## src/design/rtbd_pkg.sv

```systemverilog
`timescale 1ns / 1ps

package rtbd_pkg;

  localparam int CELL_STRIDE  = 4;
  localparam int CORDIC_STEPS = 16;

  localparam int ZW = 20;
  localparam int XW = 19;
  localparam int DW = 17;
  localparam int PW = 33;
  localparam int MW = 36;

  localparam logic signed [XW-1:0] CORDIC_GAIN_Q16 = 19'sd39797;
  localparam logic signed [ZW-1:0] PI_Q16          = 20'sd205887;
  localparam logic signed [ZW-1:0] HALF_PI_Q16     = 20'sd102944;
  localparam logic signed [PW-1:0] DEG_PER_RAD     = 33'sd58671;
  localparam logic signed [PW-1:0] DEG_HALF        = 33'sd32768;
  localparam int DEG_LIMIT   = 23040;
  localparam int CENTER_MAX  = 524287;
  localparam int CENTER_MIN  = -524288;
  localparam int CENTER_HALF = 65536;
  localparam int FRAC_SHIFT  = 17;

  localparam logic signed [ZW-1:0] ATAN_Q16 [CORDIC_STEPS] = '{
    20'sd51472, 20'sd30386, 20'sd16055, 20'sd8150, 20'sd4091, 20'sd2047,
    20'sd1024,  20'sd512,   20'sd256,   20'sd128,  20'sd64,   20'sd32,
    20'sd16,    20'sd8,     20'sd4,     20'sd2
  };

  typedef struct packed {
    logic signed [ZW-1:0] z;
    logic signed [XW-1:0] x;
    logic signed [XW-1:0] y;
    logic                 flip;
  } rtbd_rot_t;

  typedef struct packed {
    logic        [7:0]    col;
    logic        [7:0]    row;
    logic        [15:0]   score;
    logic signed [DW-1:0] dx;
    logic signed [DW-1:0] dy;
    logic        [DW-1:0] width;
    logic        [DW-1:0] height;
    logic signed [PW-1:0] deg_prod;
  } rtbd_side_t;

  typedef struct packed {
    logic        [15:0] confidence;
    logic signed [15:0] angle_deg;
    logic        [16:0] box_height;
    logic        [16:0] box_width;
    logic signed [19:0] center_y;
    logic signed [19:0] center_x;
  } rtbd_box_t;

endpackage

```

## src/design/rtbd_cordic.sv

```systemverilog
`timescale 1ns / 1ps

module rtbd_cordic (
  input  logic               clk_i,
  input  logic               rst_ni,
  input  logic               en_i,
  input  logic               valid_i,
  input  rtbd_pkg::rtbd_rot_t  rot_i,
  input  rtbd_pkg::rtbd_side_t side_i,
  output logic               valid_o,
  output rtbd_pkg::rtbd_rot_t  rot_o,
  output rtbd_pkg::rtbd_side_t side_o
);

  localparam int Steps = rtbd_pkg::CORDIC_STEPS;

  logic                 valid_q [Steps];
  rtbd_pkg::rtbd_rot_t  rot_q   [Steps];
  rtbd_pkg::rtbd_side_t side_q  [Steps];

  for (genvar i = 0; i < Steps; i++) begin : g_step
    logic                 prev_valid;
    rtbd_pkg::rtbd_rot_t  prev_rot;
    rtbd_pkg::rtbd_rot_t  rot_d;
    rtbd_pkg::rtbd_side_t prev_side;

    if (i == 0) begin : g_first
      assign prev_valid = valid_i;
      assign prev_rot   = rot_i;
      assign prev_side  = side_i;
    end else begin : g_next
      assign prev_valid = valid_q[i-1];
      assign prev_rot   = rot_q[i-1];
      assign prev_side  = side_q[i-1];
    end

    always_comb begin
      rot_d = prev_rot;
      if (!prev_rot.z[rtbd_pkg::ZW-1]) begin
        rot_d.x = prev_rot.x - (prev_rot.y >>> i);
        rot_d.y = prev_rot.y + (prev_rot.x >>> i);
        rot_d.z = prev_rot.z - rtbd_pkg::ATAN_Q16[i];
      end else begin
        rot_d.x = prev_rot.x + (prev_rot.y >>> i);
        rot_d.y = prev_rot.y - (prev_rot.x >>> i);
        rot_d.z = prev_rot.z + rtbd_pkg::ATAN_Q16[i];
      end
    end

    always_ff @(posedge clk_i or negedge rst_ni) begin
      if (!rst_ni) begin
        valid_q[i] <= 1'b0;
      end else if (en_i) begin
        valid_q[i] <= prev_valid;
      end
    end

    always_ff @(posedge clk_i) begin
      if (en_i) begin
        rot_q[i]  <= rot_d;
        side_q[i] <= prev_side;
      end
    end
  end

  assign valid_o = valid_q[Steps-1];
  assign rot_o   = rot_q[Steps-1];
  assign side_o  = side_q[Steps-1];

endmodule

```

## config.mk

```make
export PLATFORM = sky130hd
export DESIGN_NAME = rtbd_cordic
export DESIGN_NICKNAME = d
export VERILOG_FILES = /design/src/design/rtbd_pkg.sv /design/src/design/rtbd_cordic.sv
export SDC_FILE = /design/constraint.sdc
export NUM_CORES = 2
export LEC_CHECK = 0
export ABC_AREA = 1
export BUFFER_PORTS_ARGS = -buffer_cell sky130_fd_sc_hd__buf_2
export CAP_MARGIN = 20
export CELL_PAD_IN_SITES_DETAIL_PLACEMENT = 0
export CELL_PAD_IN_SITES_GLOBAL_PLACEMENT = 1
export CORE_MARGIN = 3
export CORE_UTILIZATION = 40
export DETAILED_ROUTE_END_ITERATION = 10
export GPL_ROUTABILITY_DRIVEN = 0
export PLACE_DENSITY = 0.75
export SYNTH_ARGS = -nofsm -noshare
export SYNTH_HDL_FRONTEND = slang
export SYNTH_SLANG_ARGS = --single-unit
export TNS_END_PERCENT = 10
```

## constraint.sdc

```tcl
create_clock -name clk_i -period 6.75 [get_ports clk_i]
set_clock_uncertainty 0.1 [all_clocks]
set_input_delay 0.3375 -clock clk_i [delete_from_list [all_inputs] [get_ports clk_i]]
set_output_delay 0.3375 -clock clk_i [all_outputs]
set_load 0.05 [all_outputs]
```

==> flow_metrics.py <==
metrics = {
    "status": {
        "status": "finished, final reports clean",
    },
    "yosys": {
        "async_flop_share": 0.00518,
        "synthesis.nets": 13900,
        "synth_cells": 12700,
        "synth-seq-cells": 3087,
        "yosysSeqAreaShare": 0.632,
        "synth_area_um2": 146000,
        "ys.flop_type": "edfxtp_1",
        "netlist_top_cells_area": "edfxtp_1 63%, ha_1 7.7%, nand2_1 7.2%",
        "synth_edf_count": 3071,
        "synthTopCellsByCount": "3071 x edfxtp_1, 2806 x nand2_1, 1365 x inv_1",
        "synth.most_common_cell": "edfxtp_1",
        "yosysTopAreaCell": "edfxtp_1",
        "avgSynthCellArea_um2": 11.5,
        "yosysWarningCount": 0,
        "yosysTopAreaCellShare": 0.630,
        "synth.distinct_cells": 59,
    },
    "global_route": {
        "grt_overflow": 0,
        "grt_pass1_wl_um": 472000,
        "grt_pass1_vias": 89500,
        "grt_start_max_net_pins": 192,
        "grt.total_usage": 0.157,
        "grt_antenna_before_repair": 2,
    },
    "clock_tree": {
        "cts_setup_buffers": 0,
        "clock_latency_ps": 890,
        "clkSinkCount": 3087,
        "htree_levels": 5,
        "cts-buffers-inserted": 325,
        "clock-root-buffer": "clkbuf_16",
        "clockBufferDepth": 4,
        "clk_pin_slew_ps": 60,
        "ctsResizeCount": 0,
        "tritoncts": "yes",
        "cts_hold_buf": 269,
    },
    "final_layout": {
        "area_growth_pct": 14.4,
        "fin_util": 0.461,
        "drive_above_1_share": 0.0699,
        "nNetsFinal": 14800,
        "design_area_um2": 168000,
    },
    "routing": {
        "dr.pass1.iters": 8,
        "ant_nets": 0,
        "drc": 0,
        "wire_per_inst_um": 15.8,
        "vias_per_cell": 4.80,
        "wl_um": 296000,
        "initialDrtViolationCount": 5932,
        "vias": 89900,
    },
    "timing": {
        "final_max_slew_viol_count": 0,
        "finalCriticalPeriod_ps": 3810,
        "finalCritPeriodShare": 0.564,
        "max-slew-margin-rel": 0.315,
        "setup_viol": 0,
        "fin_tns_setup_ps": 0,
        "clock.fmax_ghz": 0.263,
        "rsz0062_at_grt": "false",
        "tightestPinTransition_ps": 1030,
        "hold_viol": 0,
    },
    "die": {
        "initial_core_util": 0.403,
        "die-area_um2": 374000,
        "std_cell_rows": 221,
        "core_area_um2": 364000,
        "fp.dieW_um": 611,
        "io_pins": 389,
        "die_y_um": 611,
    },
    "setup_path": {
        "reg2reg_slack_ps": 2940,
        "required_ps": 7270,
        "path_max_fanout": 27,
        "start_kind": "register",
        "critPathArrivalTime_ps": 4330,
        "end_kind": "register",
        "worstSetupPathType": "register to register",
    },
    "hold_path": {
        "min_path_type": "input port to register",
    },
    "placed_design": {
        "io_buffers": 388,
        "place_area_um2": 155000,
        "post-dp-hpwl_um": 215000,
    },
    "job": {
        "drv_cap": 0,
    },
}
-- per-stage QoR --
stage	worst slack, ps	std cells	hold WS, ps
floorplan	3740	12700	-58.1
global placement	2940	17900	180
detailed placement	2940	17900	181
CTS	2930	18800	0.387
global route	2530	18800	21.8
finish	2940	18800	99.0
-- sequential cells by signal, summed over array words and instances (netlist names) --
name and count:
g_step.prev_valid 15, rot_q 943, side_q 2128, valid_o 1
-- area by class of cell --
| class | instances | area [um2] |
|---|---|---|
| Fill cell | 32800 | 196000 |
| Sequential cell | 3087 | 92600 |
| Multi-Input combinational cell | 8203 | 48300 |
| Clock buffer | 392 | 8520 |
| Tap cell | 4794 | 6000 |
| Timing Repair Buffer | 712 | 5260 |
| Inverter | 1376 | 5170 |
| Clock inverter | 187 | 1790 |
| Antenna cell | 2 | 5.00 |
-- critical path, stage by stage, from the launching register on --
cell,delay [ps]
edfxtp_1,730
inv_1,620
nor2_1,520
inv_1,160
nand2_1,80
inv_1,60
ha_1,350
nand2_1,90
nand2_1,60
a21boi_0,340
nor2_1,70
nor3_1,200
nand2_1,80
nand2_1,60
nand2_1,40
-- kinds of logic (layout without fill, tap and decap cells) --
group,count (synthesis),in the layout,synth area share
flip-flops,3087,3087,0.632
other,0,2,0
buffers and inverters,1456,2667,0.0382
AO/OA/AOI/OAI,1430,1430,0.0565
multiplexers,4,4,0.000290
AND/OR/NAND/NOR,5039,5039,0.143
adder cells (fa/ha/maj),946,946,0.0833
XOR/XNOR,784,784,0.0469
-- worst paths after layout --
| path | start | to | cells after the start |
|---|---|---|---|
| min | rot_i[39] | rot_q[0][39] | 2 |
| max | rot_q[12][58] | rot_q[13][38] | 14 |
| min in group asynchronous | rst_ni | g_step[3].prev_valid | 3 |
| max in group asynchronous | rst_ni | g_step[1].prev_valid | 3 |
| max reg2reg | rot_q[12][58] | rot_q[13][38] | 14 |
| min reg2reg | side_q[7][52] | side_q[7][185] | 0 |
-- layer usage --
layer / track usage / vias up / routed length [um]
li1: - / 46200 / -
met1: 0.190 / 41800 / 124000
met2: 0.288 / 1405 / 152000
met3: 0.0173 / 520 / 9490
met4: 0.0524 / 0 / 10100
met5: 0 / - / 0
-- cell usage in the layout, fill, tap and decap left out, types with 131 or more instances in the layout --
| cell type | n |
|---|---|
| ha_1 | 897 |
| nand2_1 | 2806 |
| nor2_1 | 1038 |
| xor2_1 | 650 |
| clkbuf_16 | 330 |
| xnor2_1 | 134 |
| nand3_1 | 760 |
| o21ai_0 | 282 |
| edfxtp_1 | 3071 |
| a21oi_1 | 664 |
| nand4_1 | 131 |
| nor3_1 | 174 |
| buf_2 | 387 |
| o21bai_1 | 134 |
| dlygate4sd3_1 | 269 |
| inv_1 | 1365 |
Power is left out: the tool's default activity adds up to more than one toggle a clock period on the data nets, which glitch-free logic cannot reach.
