[src/design/rtbd_pkg.sv]
`timescale 1ns / 1ps

package rtbd_pkg;

  localparam int CELL_STRIDE  = 4;
  localparam int CORDIC_STEPS = 16;

  localparam int ZW = 20;
  localparam int XW = 19;
  localparam int DW = 17;
  localparam int PW = 33;
  localparam int MW = 36;

  localparam logic signed [XW-1:0] CORDIC_GAIN_Q16 = 19'sd39797;
  localparam logic signed [ZW-1:0] PI_Q16          = 20'sd205887;
  localparam logic signed [ZW-1:0] HALF_PI_Q16     = 20'sd102944;
  localparam logic signed [PW-1:0] DEG_PER_RAD     = 33'sd58671;
  localparam logic signed [PW-1:0] DEG_HALF        = 33'sd32768;
  localparam int DEG_LIMIT   = 23040;
  localparam int CENTER_MAX  = 524287;
  localparam int CENTER_MIN  = -524288;
  localparam int CENTER_HALF = 65536;
  localparam int FRAC_SHIFT  = 17;

  localparam logic signed [ZW-1:0] ATAN_Q16 [CORDIC_STEPS] = '{
    20'sd51472, 20'sd30386, 20'sd16055, 20'sd8150, 20'sd4091, 20'sd2047,
    20'sd1024,  20'sd512,   20'sd256,   20'sd128,  20'sd64,   20'sd32,
    20'sd16,    20'sd8,     20'sd4,     20'sd2
  };

  typedef struct packed {
    logic signed [ZW-1:0] z;
    logic signed [XW-1:0] x;
    logic signed [XW-1:0] y;
    logic                 flip;
  } rtbd_rot_t;

  typedef struct packed {
    logic        [7:0]    col;
    logic        [7:0]    row;
    logic        [15:0]   score;
    logic signed [DW-1:0] dx;
    logic signed [DW-1:0] dy;
    logic        [DW-1:0] width;
    logic        [DW-1:0] height;
    logic signed [PW-1:0] deg_prod;
  } rtbd_side_t;

  typedef struct packed {
    logic        [15:0] confidence;
    logic signed [15:0] angle_deg;
    logic        [16:0] box_height;
    logic        [16:0] box_width;
    logic signed [19:0] center_y;
    logic signed [19:0] center_x;
  } rtbd_box_t;

endpackage

[src/design/rtbd_center.sv]
`timescale 1ns / 1ps

module rtbd_center #(
  parameter int CellStride = rtbd_pkg::CELL_STRIDE
) (
  input  logic                 clk_i,
  input  logic                 rst_ni,
  input  logic                 en_i,
  input  logic                 valid_i,
  input  rtbd_pkg::rtbd_rot_t  rot_i,
  input  rtbd_pkg::rtbd_side_t side_i,
  output logic                 valid_o,
  output rtbd_pkg::rtbd_box_t  box_o
);

  localparam int StrideQ4 = CellStride * 16;
  localparam int BaseW    = $clog2(256 * StrideQ4) + rtbd_pkg::FRAC_SHIFT + 1;
  localparam int MW       = rtbd_pkg::MW;
  localparam int SumW     = ((BaseW > MW) ? BaseW : MW) + 2;
  localparam int PW       = rtbd_pkg::PW;

  logic signed [rtbd_pkg::XW-1:0] cos_v, sin_v;
  logic signed [MW-1:0]   p_cdx_d, p_sdy_d, p_cdy_d, p_sdx_d;
  logic signed [MW-1:0]   p_cdx_q, p_sdy_q, p_cdy_q, p_sdx_q;
  logic signed [SumW-1:0] base_x_d, base_y_d, base_x_q, base_y_q;
  logic [15:0]            conf_q;
  logic [16:0]            width_q, height_q;
  logic signed [PW-1:0]   deg_prod_q;
  logic                   valid_m_q;

  logic signed [SumW-1:0] sum_x, sum_y, sh_x, sh_y;
  logic signed [PW-1:0]   deg_r;
  rtbd_pkg::rtbd_box_t    box_d, box_q;
  logic                   valid_q;

  // sign fix after the pi reduction, then the four rotation products
  always_comb begin
    cos_v    = rot_i.flip ? -rot_i.x : rot_i.x;
    sin_v    = rot_i.flip ? -rot_i.y : rot_i.y;
    p_cdx_d  = MW'(cos_v) * MW'(side_i.dx);
    p_sdy_d  = MW'(sin_v) * MW'(side_i.dy);
    p_cdy_d  = MW'(cos_v) * MW'(side_i.dy);
    p_sdx_d  = MW'(sin_v) * MW'(side_i.dx);
    base_x_d = $signed(SumW'(side_i.col) * SumW'(StrideQ4)) <<< rtbd_pkg::FRAC_SHIFT;
    base_y_d = $signed(SumW'(side_i.row) * SumW'(StrideQ4)) <<< rtbd_pkg::FRAC_SHIFT;
  end

  always_ff @(posedge clk_i or negedge rst_ni) begin
    if (!rst_ni) begin
      valid_m_q <= 1'b0;
      valid_q   <= 1'b0;
    end else if (en_i) begin
      valid_m_q <= valid_i;
      valid_q   <= valid_m_q;
    end
  end

  always_ff @(posedge clk_i) begin
    if (en_i) begin
      p_cdx_q    <= p_cdx_d;
      p_sdy_q    <= p_sdy_d;
      p_cdy_q    <= p_cdy_d;
      p_sdx_q    <= p_sdx_d;
      base_x_q   <= base_x_d;
      base_y_q   <= base_y_d;
      conf_q     <= side_i.score;
      width_q    <= side_i.width;
      height_q   <= side_i.height;
      deg_prod_q <= side_i.deg_prod;
      box_q      <= box_d;
    end
  end

  // round half up, then saturate
  always_comb begin
    sum_x = base_x_q + SumW'(p_cdx_q) + SumW'(p_sdy_q) + SumW'(rtbd_pkg::CENTER_HALF);
    sum_y = base_y_q + SumW'(p_cdy_q) - SumW'(p_sdx_q) + SumW'(rtbd_pkg::CENTER_HALF);
    sh_x  = sum_x >>> rtbd_pkg::FRAC_SHIFT;
    sh_y  = sum_y >>> rtbd_pkg::FRAC_SHIFT;
    deg_r = (deg_prod_q + rtbd_pkg::DEG_HALF) >>> 16;

    box_d            = '0;
    box_d.confidence = conf_q;
    box_d.box_width  = width_q;
    box_d.box_height = height_q;

    if (sh_x > SumW'(rtbd_pkg::CENTER_MAX)) begin
      box_d.center_x = 20'(rtbd_pkg::CENTER_MAX);
    end else if (sh_x < SumW'(rtbd_pkg::CENTER_MIN)) begin
      box_d.center_x = 20'(rtbd_pkg::CENTER_MIN);
    end else begin
      box_d.center_x = sh_x[19:0];
    end

    if (sh_y > SumW'(rtbd_pkg::CENTER_MAX)) begin
      box_d.center_y = 20'(rtbd_pkg::CENTER_MAX);
    end else if (sh_y < SumW'(rtbd_pkg::CENTER_MIN)) begin
      box_d.center_y = 20'(rtbd_pkg::CENTER_MIN);
    end else begin
      box_d.center_y = sh_y[19:0];
    end

    if (deg_r > PW'(rtbd_pkg::DEG_LIMIT)) begin
      box_d.angle_deg = 16'(rtbd_pkg::DEG_LIMIT);
    end else if (deg_r < -PW'(rtbd_pkg::DEG_LIMIT)) begin
      box_d.angle_deg = -16'(rtbd_pkg::DEG_LIMIT);
    end else begin
      box_d.angle_deg = deg_r[15:0];
    end
  end

  assign valid_o = valid_q;
  assign box_o   = box_q;

endmodule

[config.mk]
export PLATFORM = sky130hd
export DESIGN_NAME = rtbd_center
export DESIGN_NICKNAME = d
export VERILOG_FILES = /design/src/design/rtbd_pkg.sv /design/src/design/rtbd_center.sv
export SDC_FILE = /design/constraint.sdc
export NUM_CORES = 2
export LEC_CHECK = 0
export ABC_AREA = 0
export BUFFER_PORTS_ARGS = -buffer_cell sky130_fd_sc_hd__buf_2
export CAP_MARGIN = 0
export CORE_ASPECT_RATIO = 1.75
export CORE_MARGIN = 2
export CORE_UTILIZATION = 25
export CTS_CLUSTER_SIZE = 12
export DETAILED_ROUTE_END_ITERATION = 7
export PLACE_DENSITY_LB_ADDON = 0.15
export SYNTH_ARGS = -nofsm -noshare
export SYNTH_HDL_FRONTEND = slang
export SYNTH_SLANG_ARGS = --single-unit
[constraint.sdc]
create_clock -name clk_i -period 4.8 [get_ports clk_i]
set_input_delay 0.48 -clock clk_i [delete_from_list [all_inputs] [get_ports clk_i]]
set_output_delay 0.48 -clock clk_i [all_outputs]
set_load 0.01 [all_outputs]
==> qor.csv <==
metric,value,unit
crit path capture,p_cdx_q[35],
synthesized flop and latch total,336,
RSZ-0062 raised after global routing,true,
post-synth net total,8513,
multiplexer share of the synthesized area,0.1039,%
largest net degree at the start of global routing,100,
CP max FO,5,
CTS root buf,clkbuf_16,
distinct cell type count after synthesis,79,
vias in the first global route,54749,
CP Class,in -> reg,
Startpoint Class,input pin,
Final Critical Period,7352,ps
Synth Area in XOR/XNOR,3.264,%
CTS HTree Levels,2,
DRT Pass-1 Iters,5,
wire length per cell,20.03,um
standard-cell rows,245,
"commonest non-fill, non-tap cells in the layout","inv_1 (1522), fa_1 (1270), buf_4 (829)",
CP Data Required Time,5260,ps
number of synthesized flops with an enable pin,334,
register area,0.01008,mm^2
Routability Congestion,0.8705,
DRC viols,0,
sequential-to-total area share from yosys stat,15.79,%
slowest CP cell,fa_1,
Max Buffers Root-to-Sink,3,
initial antenna violation count,30,
max cap viols,0,
violated checks,setup timing,
Final Hold Viols,0,
Hold Path Cell Cnt,1,
final WL,222100,um
Async SR Flop Fraction,0.5952,%
pre-CTS setup slack,-3575,ps
Final setup viols,109,
Yosys top cell by area,fa_1,
fill count,25991,
"most used cell, CP",fa_1,
Critical Path Max Stage Delay,560,ps
Setup WS post-layout,-2552,ps
num ports,303,
run status,finished with violations,
Vias/cell,4.267,
final slew viol count,0,
P&R area growth vs syn,33.44,%
Post-Synth Adder-Cell Area,50.88,%
IO Port Bufs,267,
CTS tree,yes,
reg-to-reg critical path endpoint,box_o[11],
crit path from,rot_i[23],
NumNets Final,9714,
multi-input logic area,0.05122,mm^2
die width,385.9,um
Core ar.,0.2541,mm^2
Die Area,0.2595,mm^2
first-pass GRT wire length,338800,um
Synth top area share,41.41,%
Worst R2R Setup Slack,410,ps
share of post-route cells with drive strength above 1,28.31,%
number of CTS-inserted buffers,41,
Synth Warn #,0,
Area contributors post-synth,"fa_1 (41%), edfxtp_1 (16%), inv_1 (9.7%), ha_1 (9.5%), and2_1 (6.7%)",
Util after Layout,33.51,%
GRT Util Overall,17.55,%
Post-Syn Area,0.06382,mm^2
largest family of logic cells by synthesized area,adder cells,
dpl hpwl,188600,um
DR vias,47297,
r2r startpoint,p_cdx_q[20],
Syn Inst Count,6514,
"commonest non-fill, non-tap cell in the layout",inv_1,
Post-Route Skew,91.25,ps
antenna-violating nets left,0,
Compound-Gate Fraction of Synth Area,5.376,%
crit share post-route,153.2,%
Initial Util,25.11,%
Overflow after GRT,0,
worst skew pair latency,690,ps
worst slew pin tran,841.9,ps
Max Freq,136.0,MHz
die height,672.4,um
Rel. slew slack,43.14,%
reg2reg path depth,13,
post-synthesis simple-gate area fraction,13.27,%
CTS Sinks,336,
Hold/Removal Path Class,in -> reg,
Critical Path Sink Type,flip-flop,
"Clk pin slew, worst setup/hold paths",110,ps
"Primary FF master, synth",edfxtp_1,
Synth Area per Inst,9.797,um^2
Critical Path AT,7810,ps
initial DRC count,1622,
==> metrics by stage <==
stage	setup TNS, ps	hold slack, ps	instances	area, um^2
final	-199280	42.04	11085	85160
after global routing	-220920	20.43	11078	85140
after CTS	-192580	0.9970	11052	84270
after detailed placement	-299920	267.5	10792	77900
after global placement	-298000	264.2	10792	77900
after floorplan	-190260	184.4	6514	65580
==> cell usage after synthesis (7+ instances only) <==
| master | count |
|---|---|
| or3_1 | 15 |
| o21ai_1 | 8 |
| nand3_1 | 40 |
| o31ai_1 | 15 |
| nor3_1 | 20 |
| nor2_1 | 170 |
| o21ai_2 | 10 |
| clkbuf_1 | 259 |
| fa_1 | 1320 |
| edfxtp_1 | 334 |
| o211ai_1 | 13 |
| and2_1 | 680 |
| a21oi_1 | 160 |
| nor2b_1 | 18 |
| nand2_1 | 643 |
| o21ai_0 | 102 |
| o21a_1 | 27 |
| ha_1 | 483 |
| a31oi_1 | 17 |
| a21o_1 | 65 |
| o21bai_1 | 16 |
| and3_1 | 24 |
| a211o_1 | 12 |
| inv_1 | 1647 |
| o41ai_1 | 7 |
| nand4_1 | 14 |
| a211oi_1 | 17 |
| xor2_1 | 61 |
| or2_2 | 7 |
| xnor2_1 | 175 |
| nor4_1 | 7 |
| nand2b_1 | 26 |
==> registers in the layout, indices dropped and copies added (netlist names) <==
| name | flops |
|---|---|
| valid_m_q | 1 |
| valid_o | 1 |
| p_sdx_q | 36 |
| p_cdy_q | 36 |
| deg_prod_q | 18 |
| box_o | 106 |
| p_cdx_q | 36 |
| width_q | 17 |
| conf_q | 16 |
| base_y_q | 8 |
| p_sdy_q | 36 |
| base_x_q | 8 |
| height_q | 17 |
==> cells by family (layout without fill, tap and decap cells) <==
kind of cell | after synthesis | after routing
compound gates | 532 | 532
buf+inv | 1916 | 3144
xor+xnor | 237 | 238
flops | 336 | 336
other cells | 0 | 8
mux | 6 | 6
simple gates | 1684 | 1684
fa+ha+maj | 1803 | 1803
==> worst min path at each step <==
stage                          start     endpoint  slack, ps
final                     side_i[53]   width_q[3]         40
after detailed placement      rst_ni      valid_o        270
after floorplan               rst_ni    valid_m_q        180
after global placement        rst_ni      valid_o        260
after CTS                 side_i[53]   width_q[3]          1
after global routing      side_i[38]  height_q[5]         20
==> final cells by class <==
type	count	share of cell area (%)
Inverter	1649	7.309
Clock buffer	47	1.231
Timing Repair Buffer	1424	14.30
Antenna cell	8	0.02351
Multi-Input combinational cell	4263	60.15
Sequential cell	336	11.84
Clock inverter	24	0.2556
Tap cell	3334	4.898
==> worst max-delay path: cells and delay by family <==
family,cells,cell delay [ps]
adder cells (fa/ha/maj),7,3290
AO/OA/AOI/OAI,7,1350
AND/OR/NAND/NOR,8,1970
XOR/XNOR,2,170
buffers and inverters,6,520
==> per-layer routing <==
layer | global-route usage, % | routed length (um)
met3 | 1.602 | 6496
met1 | 18.50 | 79310
met2 | 35.64 | 128300
met4 | 5.330 | 7880
met5 | 0 | 103
==> what timing repair did <==
action | in CTS | in global routing
endpoints found under the hold margin | 57 | 0
pin swaps | 371 | 253
endpoints found under the setup margin | 114 | 115
hold buffers | 56 | 0
resized for setup | 687 | 219
setup buffers | 170 | 58
cloned | 6 | 0
Power is not shown: default switching activity piles up to over one toggle a cycle in this logic, so the estimate is an artifact.
